`config.mk`:
```
export PLATFORM = sky130hd
export DESIGN_NAME = xxh_digest
export DESIGN_NICKNAME = d
export VERILOG_FILES = /design/src/xxh_pkg.sv /design/src/xxh_digest.sv
export SDC_FILE = /design/constraint.sdc
export NUM_CORES = 2
export LEC_CHECK = 0
export BUFFER_PORTS_ARGS = -buffer_cell sky130_fd_sc_hd__buf_2
export CAP_MARGIN = 20
export CORE_UTILIZATION = 30
export CTS_CLUSTER_DIAMETER = 100
export DETAILED_ROUTE_END_ITERATION = 10
export GPL_ROUTABILITY_DRIVEN = 0
export PLACE_DENSITY_LB_ADDON = 0.1
export SLEW_MARGIN = 20
export SYNTH_ARGS = -nofsm -noshare
export SYNTH_HDL_FRONTEND = slang
export SYNTH_SLANG_ARGS = --single-unit
```
`constraint.sdc`:
```
create_clock -name clk_i -period 14.94 [get_ports clk_i]
set_clock_uncertainty 0.2 [all_clocks]
set_input_delay 1.494 -clock clk_i [delete_from_list [all_inputs] [get_ports clk_i]]
set_output_delay 1.494 -clock clk_i [all_outputs]
set_load 0.01 [all_outputs]
```
`src/xxh_pkg.sv`:
```
// ----------------------------------------------------------------------------
// xxh_pkg
// Shared constants, types and helpers for the 32-bit stream hasher.
// ----------------------------------------------------------------------------
`default_nettype none

package xxh_pkg;

  localparam logic [31:0] PRIME1 = 32'd2654435761;
  localparam logic [31:0] PRIME2 = 32'd2246822519;
  localparam logic [31:0] PRIME3 = 32'd3266489917;
  localparam logic [31:0] PRIME4 = 32'd668265263;
  localparam logic [31:0] PRIME5 = 32'd374761393;

  localparam int unsigned NumLanes = 4;

  // Four words of one chunk, word 0 in the low slot
  typedef logic [NumLanes-1:0][31:0] word_arr_t;

  // Control of one lane accumulator
  typedef struct packed {
    logic load;     // register word * PRIME2
    logic step;     // finish the round into the accumulator
    logic restart;  // fall back to the seed start value
  } lane_ctl_t;

  // Digest request from the top level
  typedef struct packed {
    logic        start;
    logic [31:0] h_init;  // converged lanes plus length
    logic [4:0]  tail_n;  // tail bytes still to mix, 0 to 15
  } dig_req_t;

  function automatic logic [31:0] rol32(input logic [31:0] x, input int unsigned r);
    return (x << r) | (x >> (32 - r));
  endfunction

  // Start value of each lane for a given seed
  function automatic logic [31:0] lane_init(input logic [31:0] seed, input logic [1:0] idx);
    logic [31:0] v;
    case (idx)
      2'd0:    v = seed + PRIME1 + PRIME2;
      2'd1:    v = seed + PRIME2;
      2'd2:    v = seed;
      default: v = seed - PRIME1;
    endcase
    return v;
  endfunction

endpackage

`default_nettype wire

```
`src/xxh_digest.sv`:
```
// ----------------------------------------------------------------------------
// xxh_digest
// Merging stage: mixes the tail words and bytes, avalanches and holds the
// hash in an output register, using one shared multiplier.
// ----------------------------------------------------------------------------
`default_nettype none

module xxh_digest (
  input  wire logic               clk_i,
  input  wire logic               rst_ni,
  input  wire xxh_pkg::dig_req_t  req_i,
  input  wire xxh_pkg::word_arr_t words_i,
  output logic                    req_ready_o,
  output logic                    out_valid_o,
  input  wire logic               out_ready_i,
  output logic [31:0]             hash_value_o
);
  import xxh_pkg::*;

  typedef enum logic [2:0] {
    D_IDLE, D_MUL1, D_MUL2, D_AV1, D_AV2, D_OUT
  } dstate_e;

  dstate_e     state_q;
  word_arr_t   chunk_q;
  logic [4:0]  n_q;
  logic [4:0]  pos_q;
  logic        word_step_q;
  logic [31:0] h_q;
  logic [31:0] m_q;
  logic [31:0] hash_q;
  logic        out_valid_q;

  logic [5:0]  pos_plus4;
  logic        word_fit;
  logic [31:0] cur_word;
  logic [7:0]  cur_byte;
  logic [4:0]  pos_next;
  logic [31:0] mix;
  logic [31:0] mul_a, mul_b, prod;

  assign req_ready_o  = (state_q == D_IDLE);
  assign out_valid_o  = out_valid_q;
  assign hash_value_o = hash_q;

  // Tail position and operand selection
  always_comb begin
    pos_plus4 = {1'b0, pos_q} + 6'd4;
    word_fit  = (pos_plus4 <= {1'b0, n_q});
    cur_word  = chunk_q[pos_q[3:2]];
    cur_byte  = 8'(cur_word >> {pos_q[1:0], 3'b000});
    pos_next  = pos_q + (word_step_q ? 5'd4 : 5'd1);
    mix       = h_q + m_q;
    mul_a     = '0;
    mul_b     = '0;
    case (state_q)
      D_MUL1: begin
        mul_a = word_fit ? cur_word : {24'd0, cur_byte};
        mul_b = word_fit ? PRIME3 : PRIME5;
      end
      D_MUL2: begin
        mul_a = word_step_q ? rol32(mix, 17) : rol32(mix, 11);
        mul_b = word_step_q ? PRIME4 : PRIME1;
      end
      D_AV1: begin
        mul_a = h_q ^ (h_q >> 15);
        mul_b = PRIME2;
      end
      D_AV2: begin
        mul_a = h_q ^ (h_q >> 13);
        mul_b = PRIME3;
      end
      default: begin
        mul_a = '0;
        mul_b = '0;
      end
    endcase
    prod = mul_a * mul_b;
  end

  // Sequencer and output register
  always_ff @(posedge clk_i or negedge rst_ni) begin
    if (!rst_ni) begin
      state_q     <= D_IDLE;
      chunk_q     <= '0;
      n_q         <= '0;
      pos_q       <= '0;
      word_step_q <= 1'b0;
      h_q         <= '0;
      m_q         <= '0;
      hash_q      <= '0;
      out_valid_q <= 1'b0;
    end else begin
      // drop the result once taken, unless a new one replaces it
      if (out_valid_q && out_ready_i && (state_q != D_OUT)) begin
        out_valid_q <= 1'b0;
      end
      case (state_q)
        D_IDLE: begin
          if (req_i.start) begin
            h_q     <= req_i.h_init;
            chunk_q <= words_i;
            n_q     <= req_i.tail_n;
            pos_q   <= '0;
            state_q <= (req_i.tail_n == 5'd0) ? D_AV1 : D_MUL1;
          end
        end
        D_MUL1: begin
          m_q         <= prod;
          word_step_q <= word_fit;
          state_q     <= D_MUL2;
        end
        D_MUL2: begin
          h_q     <= prod;
          pos_q   <= pos_next;
          state_q <= (pos_next < n_q) ? D_MUL1 : D_AV1;
        end
        D_AV1: begin
          h_q     <= prod;
          state_q <= D_AV2;
        end
        D_AV2: begin
          h_q     <= prod;
          state_q <= D_OUT;
        end
        D_OUT: begin
          // hold until the output slot is free
          if (!out_valid_q || out_ready_i) begin
            hash_q      <= h_q ^ (h_q >> 16);
            out_valid_q <= 1'b1;
            state_q     <= D_IDLE;
          end
        end
        default: state_q <= D_IDLE;
      endcase
    end
  end

endmodule

`default_nettype wire

```
==> flow_metrics.env <==
export IMPL_status="completed"
export IMPL_dp_hpwl_um=96800
export IMPL_start_kind="flip-flop"
export IMPL_ios=203
export IMPL_post_cts_setup_buffer_count=0
export IMPL_cap_violations=0
export IMPL_grt_pass1_vias=24099
export IMPL_grt_ovfl_total=0
export IMPL_finalSetupTns_ps=0
export IMPL_ys_seq_area_frac=0.209
export IMPL_numCtsBuffers=28
export IMPL_relSlewSlack=0.149
export IMPL_hp_class="flip-flop to flip-flop"
export IMPL_period_share=0.849
export IMPL_cp_max_fo=8
export IMPL_firstDrtPassIters=8
export IMPL_wl_met3_um=8390
export IMPL_vias_per_cell=5.14
export IMPL_core_mm2=0.0939
export IMPL_synthArstFlopShare=1.00
export IMPL_worstPathArrival_ps=12970
export IMPL_drc_errors=0
export IMPL_slew_viol_final=0
export IMPL_syn_inst=2955
export IMPL_syn_area_mm2=0.0286
export IMPL_final_setup_viol_count=0
export IMPL_cts_buffer_depth=3
export IMPL_hold_violations=0
export IMPL_cts_root_buf="clkbuf_16"
export IMPL_die_w_um=311
export IMPL_final_cell_mix="565 x inv_1, 409 x fa_1, 292 x nand2_1, 237 x dfrtp_1, 204 x nor2_1"
export IMPL_synth_warnings=0
export IMPL_chipHeight_um=311
export IMPL_htree_levels=1
export IMPL_max_freq_mhz=78.9
export IMPL_vias=22449
export IMPL_path_class="flip-flop to flip-flop"
export IMPL_rsz0062_at_grt="no"
export IMPL_worst_slew_pin_slew_ps=1270
export IMPL_dr_wl_met2_um=53400
export IMPL_grt_pass1_wl_um=169000
export IMPL_cp_required_ps=15230
export IMPL_path_common_cell="fa_1"
export IMPL_cp_end_kind="flip-flop"
export IMPL_setup_ws_ps=2260
export IMPL_mostFrequentLayoutCell="inv_1"
export IMPL_ant_nets=0
export IMPL_clk_pin_slew_ps=70
export IMPL_cts_resized=0
export IMPL_areaGrowthSynthToFinish_pct=11.9
export IMPL_synth_area_per_cell_um2=9.67
export IMPL_fin_nets=3838
export IMPL_row_count=112
export IMPL_synth_edf_count=0
export IMPL_antenna_found_initial=3
export IMPL_cts_tree="yes"
export IMPL_grt_max_degree=111
export IMPL_drt_wl_total_um=116000
export IMPL_routed_top_layer="met5"
export IMPL_timing_final_crit_period_ps=12680
export IMPL_synth_seq_cells=239
export IMPL_drive_gt1_frac=0.166
export IMPL_cts_sinks=239
export IMPL_wl_per_cell_um=26.5
export IMPL_syn_num_nets=3700
export IMPL_regArea_mm2=0.00598
export IMPL_multi_input_area_mm2=0.0199
export IMPL_cp_slowest_cell="xor2_1"
export IMPL_netlist_cell_type_count=80
export IMPL_dp_slack_ps=2200
export IMPL_clock_latency_ps=600
export IMPL_fillerInstances=9824
export IMPL_max_stage_delay_ps=640
export IMPL_first_iter_violations=2004
export IMPL_initial_core_util=0.304
export IMPL_hold_buffers=0
export IMPL_wl_met1_um=48000
export IMPL_ys_flop_type="dfrtp_1"
export IMPL_io_buffers=202
export IMPL_grt_use_total=0.240
export IMPL_die_area_mm2=0.0965
[layout make-up]
| type | count | area share |
|---|---|---|
| Multi-Input combinational cell | 2006 | 0.624 |
| Sequential cell | 239 | 0.187 |
| Inverter | 570 | 0.0669 |
| Tap cell | 1254 | 0.0491 |
| Timing Repair Buffer | 248 | 0.0427 |
| Clock buffer | 38 | 0.0253 |
| Clock inverter | 13 | 0.00493 |
| Antenna cell | 2 | 0.000157 |
[cell families after synthesis]
logic type                 count (synthesis)  share of synthesized area
AOI/OAI and AO/OA                        446                      0.100
muxes                                    200                     0.0917
buffers and inverters                    710                     0.0943
and+or+nand+nor                          640                     0.0966
xor gates and xnor gates                 144                     0.0481
adders and majority gates                576                      0.360
DFF                                      239                      0.209
[worst max-delay path: cells and delay by family (launching register included)]
family | cells | cell delay, ps
fa+ha+maj | 10 | 4650
xor+xnor | 14 | 3580
simple gates | 6 | 1790
compound gates | 7 | 1410
flops | 1 | 470
mux | 1 | 270
buf+inv | 3 | 170
[cells in the mapped netlist, types with 11 or more instances]
library cell,instances,share of area
nand2b_1,20,0.0044
mux4_2,34,0.027
nor2_1,209,0.027
xnor2_1,97,0.030
o211ai_1,13,0.0034
buf_1,29,0.0038
a21oi_1,104,0.018
mux2i_1,15,0.0053
o21ai_0,140,0.025
dfrtp_1,239,0.21
and2_1,27,0.0059
o221ai_1,19,0.0058
nor2b_1,15,0.0033
buf_2,11,0.0019
fa_1,409,0.29
inv_1,565,0.074
ha_1,167,0.073
clkbuf_1,96,0.013
o21bai_1,11,0.0029
and3_1,13,0.0028
xor2_1,38,0.012
a221o_1,18,0.0063
o21a_1,12,0.0032
a21o_1,24,0.0063
mux2_2,150,0.059
nand2_1,293,0.038
nor3_1,18,0.0032
[final timing paths]
kind / from / end / slack (ps) / cells past startpoint
setup / recovery: h_q[0] / h_q[31] / 2260 / 41
hold / removal: m_q[2] / m_q[2] / 290 / 2
hold reg to reg: m_q[2] / m_q[2] / 290 / 2
max in group asynchronous: rst_ni / pos_q[2] / 11480 / 3
setup reg to reg: h_q[0] / h_q[31] / 2260 / 41
min in group asynchronous: rst_ni / hash_value_o[18] / 780 / 1
[per-stage QoR]
step / hold slack [ps] / instance area [um^2] / std cells / util
5_1_grt: 311 / 32000 / 4368 / 0.341
2_1_floorplan: 250 / 28600 / 2955 / -
4_1_cts: 293 / 32000 / 4368 / 0.340
3_3_place_gp: 256 / 31000 / 4317 / 0.330
6_report: 286 / 32000 / 4370 / 0.341
3_5_place_dp: 279 / 31000 / 4317 / 0.330
[flip-flops by register name, indices dropped and copies added (netlist names)]
name and cells:
chunk_q 128, h_q 32, hash_value_o 32, m_q 32, n_q 5, out_valid_o 1
pos_q 5, state_q 3, word_step_q 1
[per-layer routing]
| layer | vias to the layer above | GRT usage |
|---|---|---|
| met5 | - | 0 |
| met4 | 4 | 0.111 |
| met3 | 255 | 0.0457 |
| met2 | 923 | 0.385 |
| met1 | 11551 | 0.313 |
| li1 | 9716 | - |
Power is left out: the tool's default activity adds up to more than one toggle a clock period on the data nets, which glitch-free logic cannot reach.
