### src/xxh_pkg.sv
// ----------------------------------------------------------------------------
// xxh_pkg
// Shared constants, types and helpers for the 32-bit stream hasher.
// ----------------------------------------------------------------------------
`default_nettype none

package xxh_pkg;

  localparam logic [31:0] PRIME1 = 32'd2654435761;
  localparam logic [31:0] PRIME2 = 32'd2246822519;
  localparam logic [31:0] PRIME3 = 32'd3266489917;
  localparam logic [31:0] PRIME4 = 32'd668265263;
  localparam logic [31:0] PRIME5 = 32'd374761393;

  localparam int unsigned NumLanes = 4;

  // Four words of one chunk, word 0 in the low slot
  typedef logic [NumLanes-1:0][31:0] word_arr_t;

  // Control of one lane accumulator
  typedef struct packed {
    logic load;     // register word * PRIME2
    logic step;     // finish the round into the accumulator
    logic restart;  // fall back to the seed start value
  } lane_ctl_t;

  // Digest request from the top level
  typedef struct packed {
    logic        start;
    logic [31:0] h_init;  // converged lanes plus length
    logic [4:0]  tail_n;  // tail bytes still to mix, 0 to 15
  } dig_req_t;

  function automatic logic [31:0] rol32(input logic [31:0] x, input int unsigned r);
    return (x << r) | (x >> (32 - r));
  endfunction

  // Start value of each lane for a given seed
  function automatic logic [31:0] lane_init(input logic [31:0] seed, input logic [1:0] idx);
    logic [31:0] v;
    case (idx)
      2'd0:    v = seed + PRIME1 + PRIME2;
      2'd1:    v = seed + PRIME2;
      2'd2:    v = seed;
      default: v = seed - PRIME1;
    endcase
    return v;
  endfunction

endpackage

`default_nettype wire

### src/xxh_lane.sv
// ----------------------------------------------------------------------------
// xxh_lane
// One lane accumulator: each round chains two registered multiplies.
// ----------------------------------------------------------------------------
`default_nettype none

module xxh_lane (
  input  wire logic              clk_i,
  input  wire logic              rst_ni,
  input  wire xxh_pkg::lane_ctl_t ctl_i,
  input  wire logic [31:0]       word_i,
  input  wire logic [31:0]       init_i,
  output logic [31:0]            acc_o
);
  import xxh_pkg::*;

  logic [31:0] prod_q;
  logic [31:0] acc_q, acc_d;
  logic        fresh_q;

  // A fresh lane reads as its seed start value
  assign acc_o = fresh_q ? init_i : acc_q;

  // Second half of the round
  always_comb begin
    acc_d = rol32(acc_o + prod_q, 13) * PRIME1;
  end

  always_ff @(posedge clk_i or negedge rst_ni) begin
    if (!rst_ni) begin
      fresh_q <= 1'b1;
      prod_q  <= '0;
      acc_q   <= '0;
    end else begin
      if (ctl_i.load) begin
        prod_q <= word_i * PRIME2;
      end
      if (ctl_i.restart) begin
        fresh_q <= 1'b1;
      end else if (ctl_i.step) begin
        acc_q   <= acc_d;
        fresh_q <= 1'b0;
      end
    end
  end

endmodule

`default_nettype wire

### config.mk
export PLATFORM = sky130hd
export DESIGN_NAME = xxh_lane
export DESIGN_NICKNAME = d
export VERILOG_FILES = /design/src/xxh_pkg.sv /design/src/xxh_lane.sv
export SDC_FILE = /design/constraint.sdc
export NUM_CORES = 1
export LEC_CHECK = 0
export BUFFER_PORTS_ARGS = -buffer_cell sky130_fd_sc_hd__clkbuf_2
export CAP_MARGIN = 5
export CORE_MARGIN = 2
export CORE_UTILIZATION = 45
export DETAILED_ROUTE_END_ITERATION = 8
export GPL_ROUTABILITY_DRIVEN = 1
export PLACE_DENSITY = 0.63
export RECOVER_POWER = 50
export SETUP_SLACK_MARGIN = 0.1
export SKIP_CTS_REPAIR_TIMING = 1
export SLEW_MARGIN = 20
export SYNTH_ARGS = -nofsm -noshare
export SYNTH_HDL_FRONTEND = slang
export SYNTH_SLANG_ARGS = --single-unit
### constraint.sdc
create_clock -name clk_i -period 11.1 [get_ports clk_i]
set_input_delay 2.22 -clock clk_i [delete_from_list [all_inputs] [get_ports clk_i]]
set_output_delay 2.22 -clock clk_i [all_outputs]
set_load 0.01 [all_outputs]
==> results of run 1 <==
==> per-layer routing <==
metal	up-vias	wire length [um]	global-route usage
met5	-	0	0
met4	0	2580	0.0925
met3	97	1400	0.0134
met2	285	33300	0.459
met1	8245	26000	0.302
li1	7764	-	-
==> worst min-delay path, stage by stage (launching register included) <==
cell and delay (ns):
dfrtp_1 0.34, nand2_1 0.05, o21ai_0 0.06
==> cells by family (layout without fill, tap and decap cells) <==
logic type | Yosys count | in the layout | share of synthesized area
buffers and inverters | 785 | 1083 | 0.129
AND/OR/NAND/NOR | 195 | 195 | 0.0417
flip-flops | 65 | 65 | 0.0709
multiplexers | 60 | 60 | 0.0294
adder cells (fa/ha/maj) | 829 | 829 | 0.595
AO/OA/AOI/OAI | 259 | 259 | 0.0742
XOR/XNOR | 149 | 149 | 0.0601
==> area by class of cell <==
type,count,area [um^2],area share
multi-input cells,1492,19000,0.710
repair buffers,306,2090,0.0781
well taps,672,841,0.0315
clock buffers,10,239,0.00895
clock inverters,6,88.8,0.00333
inverters,761,2860,0.107
flip-flops and latches,65,1630,0.0609
==> stage by stage <==
step / worst slack (ns) / TNS [ns] / instance area [um^2]
after global routing: -0.116 / -0.116 / 26700
after detailed placement: -0.533 / -2.37 / 25700
after floorplan: 0.105 / 0 / 23100
after CTS: -0.121 / -0.121 / 26000
final: 0.223 / 0 / 26700
after global placement: -0.441 / -1.65 / 25700
==> sequential cells by signal (all words and copies together), names as in the netlist <==
| register | cells |
|---|---|
| fresh_q | 1 |
| acc_q | 32 |
| prod_q | 32 |
==> final timing paths <==
kind / end
min in group asynchronous: acc_q[6]
setup reg to reg: acc_q[31]
setup / recovery: acc_q[31]
hold reg to reg: acc_q[2]
max in group asynchronous: acc_q[27]
hold / removal: acc_q[2]
==> synthesized netlist by cell type, types with 19 or more instances <==
master	count	area, um^2
inv_1	758	2850
mux2_2	59	664
xor2_1	25	219
fa_1	439	8790
nand2_1	59	221
xnor2_1	118	1030
o21bai_1	19	143
o21ai_0	49	245
a21oi_1	70	350
clkbuf_1	19	71.3
a21o_1	37	278
dfrtp_1	64	1600
nor2_1	42	158
ha_1	387	4840
==> placed cells by master (no fill, tap or decap), types with 12 or more instances in the layout <==
master      n
nor3_1     12
o21ai_1    12
inv_2      16
nand2_1    58
a21o_1     37
nand3_1    16
ha_4       25
a21oi_1    64
inv_1     745
buf_4     195
clkbuf_2   97
xnor2_1   115
o21ai_0    43
dfrtp_1    64
o21bai_1   19
nor2_1     41
xor2_1     24
ha_1      362
fa_1      428
mux2_2     56
==> results.toml, run 1 <==
[cts]
clk_pin_slew_worst_paths_ns = 0.06
clk_path_buf_depth = 2
h-tree-depth = 3
cts_buffers = 9
cts-root-buf = "clkbuf_16"
clk_latency_ns = 0.38
cts_tree = "built"
clock_sinks = 65

[sta]
clock_skew_ns = 0.0166
final-setup-viol-count = 0
finalHoldViolCount = 0
whs_ns = 0.481
slew_viol_final = 105
grt_setup_unrepaired = "yes"
tightest_slew_ns = 3.82
min_period_ns = 10.88
slew_headroom = -1.55
max_clock_freq_mhz = 91.9
period_share = 0.980

[synthesis]
ys_types = 71
yosys_warnings = 0
synth_ff_type = "dfrtp_1"
synth_edf_count = 0
syn_inst = 2342
ys_seq_area_frac = 0.0709
ys_ff_latch = 65
avgSynthCellArea_um2 = 9.80
synthArstFlopShare = 1.00
syn_area_um2 = 23000
synth_fp_nets = 3237

[global_route]
grt_pass1_vias = 18000
grt_overflow = 0
grt_max_degree = 66
antenna_found_initial = 0
grt_usage = 0.247
grt_pass1_wl_mm = 99.1

[die]
die_w_um = 230
ios = 101
rows = 82
core_um2 = 50300
die_area_um2 = 52800
initial_core_util = 0.457
die_h_um = 230

[hold_path]
min_path_type = "reg2reg"
worstHoldPathCells = 2
hold_start = "acc_q[2]"

[critical_path]
cp_data_required_time_ns = 11.40
critPathMaxStageDelay_ns = 0.50
crit_buf_inv = 6
endpoint_kind = "flop"
crit_start = "init_i[1]"
critPathKind = "in2reg"
critPathTopFamily = "adder cells"
crit_arrival_ns = 11.17
path_max_fanout = 4
ff2ff_setup_slack_ns = 0.90
cp-start-kind = "input port"
reg2reg_depth = 38
cp.depth = 38
crit_slowest_cell = "fa_1"
worst_path_most_repeated_cell = "fa_1"
r2r_start = "fresh_q"

[place]
port_buffers = 100
gp_congestion = 1.02
dp.cells = 3272
dpl.hpwl_mm = 57.0

[finish]
diodes = 0
final_cells = 3312
final_core_util = 0.531
nNetsFinal = 3530
drive_gt1_frac = 0.181
n_fill_cell = 4619
syn_to_final_growth_pct = 16.3

[routing]
first_iter_violations = 614
wl_per_cell_um = 19.1
viasPerCell = 4.95
wirelength_mm = 63.3
drcViolationCount = 0
ant_nets = 0
dr_total_vias = 16400
dr.pass1.iters = 5

[run]
cap_violations = 2

[status]
violations = "capacitance limit, slew limit"
status = "finished with violations"
Power of run 1 is left out: the tool's default activity adds up to more than one toggle a clock period on the data nets, which glitch-free logic cannot reach.
==> inputs of run 2 (changes only) <==
- GPL_TIMING_DRIVEN: not set -> 0
==> run 2 against run 1 <==
Compared with the run above: the flow finishes with violations (capacitance limit, slew limit, setup timing); cell area fell by 4.4%; final cell count fell by 4.1%; routed wire length fell by 1.7%; global-route usage fell by 0.54 points; fmax fell by 5.6%; critical endpoint unchanged.
==> results.toml, run 2 (synthesized netlist as in run 1, its figures left out) <==
[routing]
ant_nets = 0
drcViolationCount = 0
wl_per_cell_um = 19.6
dr_total_vias = 16200
dr.pass1.iters = 5
first_iter_violations = 652
viasPerCell = 5.09
wirelength_mm = 62.2

[sta]
slew_viol_final = 68
clock_skew_ns = 0.0146
tightest_slew_ns = 2.35
min_period_ns = 11.52
final-setup-viol-count = 4
max_clock_freq_mhz = 86.8
grt_setup_unrepaired = "yes"
slew_headroom = -0.570
finalHoldViolCount = 0
period_share = 1.04
setup_slack_ns = -0.421

[critical_path]
critPathKind = "in2reg"
ff2ff_setup_slack_ns = -0.12
worst_path_most_repeated_cell = "fa_1"
r2r-end = "acc_q[31]"
path_max_fanout = 4
cp-start-kind = "input port"
crit_start = "init_i[1]"
reg2reg_depth = 38
critPathMaxStageDelay_ns = 0.54
critPathTopFamily = "adder cells"
r2r_start = "fresh_q"
cp.depth = 37
crit_arrival_ns = 11.82
endpoint_kind = "flop"
crit_buf_inv = 7
crit_slowest_cell = "fa_1"
cp_data_required_time_ns = 11.40
endpoint = "acc_q[31]"

[run]
cap_violations = 2

[die]
die_w_um = 230
initial_core_util = 0.457
rows = 82
die_area_um2 = 52800
ios = 101
core_um2 = 50300
die_h_um = 230

[finish]
final_common_cell = "inv_1"
final_cell_mix = "inv_1, fa_1, ha_1"
syn_to_final_growth_pct = 11.2
n_fill_cell = 4669
drive_gt1_frac = 0.121
nNetsFinal = 3395
diodes = 0
top_regs = "acc_q x32, prod_q x32, fresh_q x1"

[hold_path]
min_path_type = "reg2reg"

[cts]
cts_tree = "built"
cts-root-buf = "clkbuf_16"
clk_latency_ns = 0.37
cts_buffers = 9
clk_path_buf_depth = 2
clk_pin_slew_worst_paths_ns = 0.07
h-tree-depth = 3
clock_sinks = 65

[global_route]
grt_overflow = 0
grt_max_degree = 43
antenna_found_initial = 0
grt_pass1_wl_mm = 96.9
grt_usage = 0.242
grt_pass1_vias = 17800

[place]
port_buffers = 100
dpl.hpwl_mm = 55.0
gp_congestion = 0.990
pre_cts_slack_ns = -2.24

[status]
violations = "capacitance limit, slew limit, setup timing"
status = "finished with violations"
[run 2: cell count changes in the layout (fill, tap and decap cells not counted), sizes merged]
cell,before,now
inv,762,765
buf,205,51
bufinv,2,1
clkinv,1,0
clkbuf,111,129
[run 2: worst min-delay path by stage]
| stage | from | end | cells past startpoint |
|---|---|---|---|
| global placement | acc_q[20] | acc_q[20] | 2 |
| CTS | acc_q[18] | acc_q[18] | 2 |
| finish | acc_q[18] | acc_q[18] | 2 |
| global route | acc_q[22] | acc_q[22] | 2 |
| detailed placement | acc_q[0] | acc_q[0] | 2 |
| floorplan | acc_q[25] | acc_q[25] | 2 |
[run 2: layout make-up]
cell class / instances / area, um^2 / share of cell area
flip-flops and latches: 65 / 1630 / 0.0638
plain buffers: 24 / 97.6 / 0.00382
repair buffers: 147 / 896 / 0.0351
well taps: 672 / 841 / 0.0329
clock inverters: 7 / 81.3 / 0.00319
inverters: 761 / 2860 / 0.112
clock buffers: 9 / 225 / 0.00882
multi-input cells: 1492 / 18900 / 0.740
[run 2: routing by layer]
metal  part of all wire  track usage  vias up
li1                   -            -     7490
met1               0.39        0.277     8258
met2               0.53        0.452      311
met3              0.031       0.0249      104
met4              0.051        0.112        0
met5                  0            0        -
[run 2: worst register-to-register path, delay by kind of cell (launching register included)]
kind	cells	cell delay (ns)
compound gates	11	2.39
buf+inv	6	1.36
mux	1	0.37
fa+ha+maj	10	4.18
flops	1	0.51
xor+xnor	9	2.15
simple gates	1	0.21
[run 2: stage by stage]
step	cell area (um^2)	cells	util	hold WS, ns	TNS, ns
3_3_place_gp	24400	3114	0.485	0.460	-13.74
6_report	25500	3177	0.508	0.478	-0.618
2_1_floorplan	23100	2342	-	0.445	0
4_1_cts	24800	3136	0.494	0.487	-9.72
3_5_place_dp	24500	3120	0.488	0.472	-14.59
5_1_grt	25500	3177	0.508	0.519	-2.18
Power of run 2 is left out for the same reason.
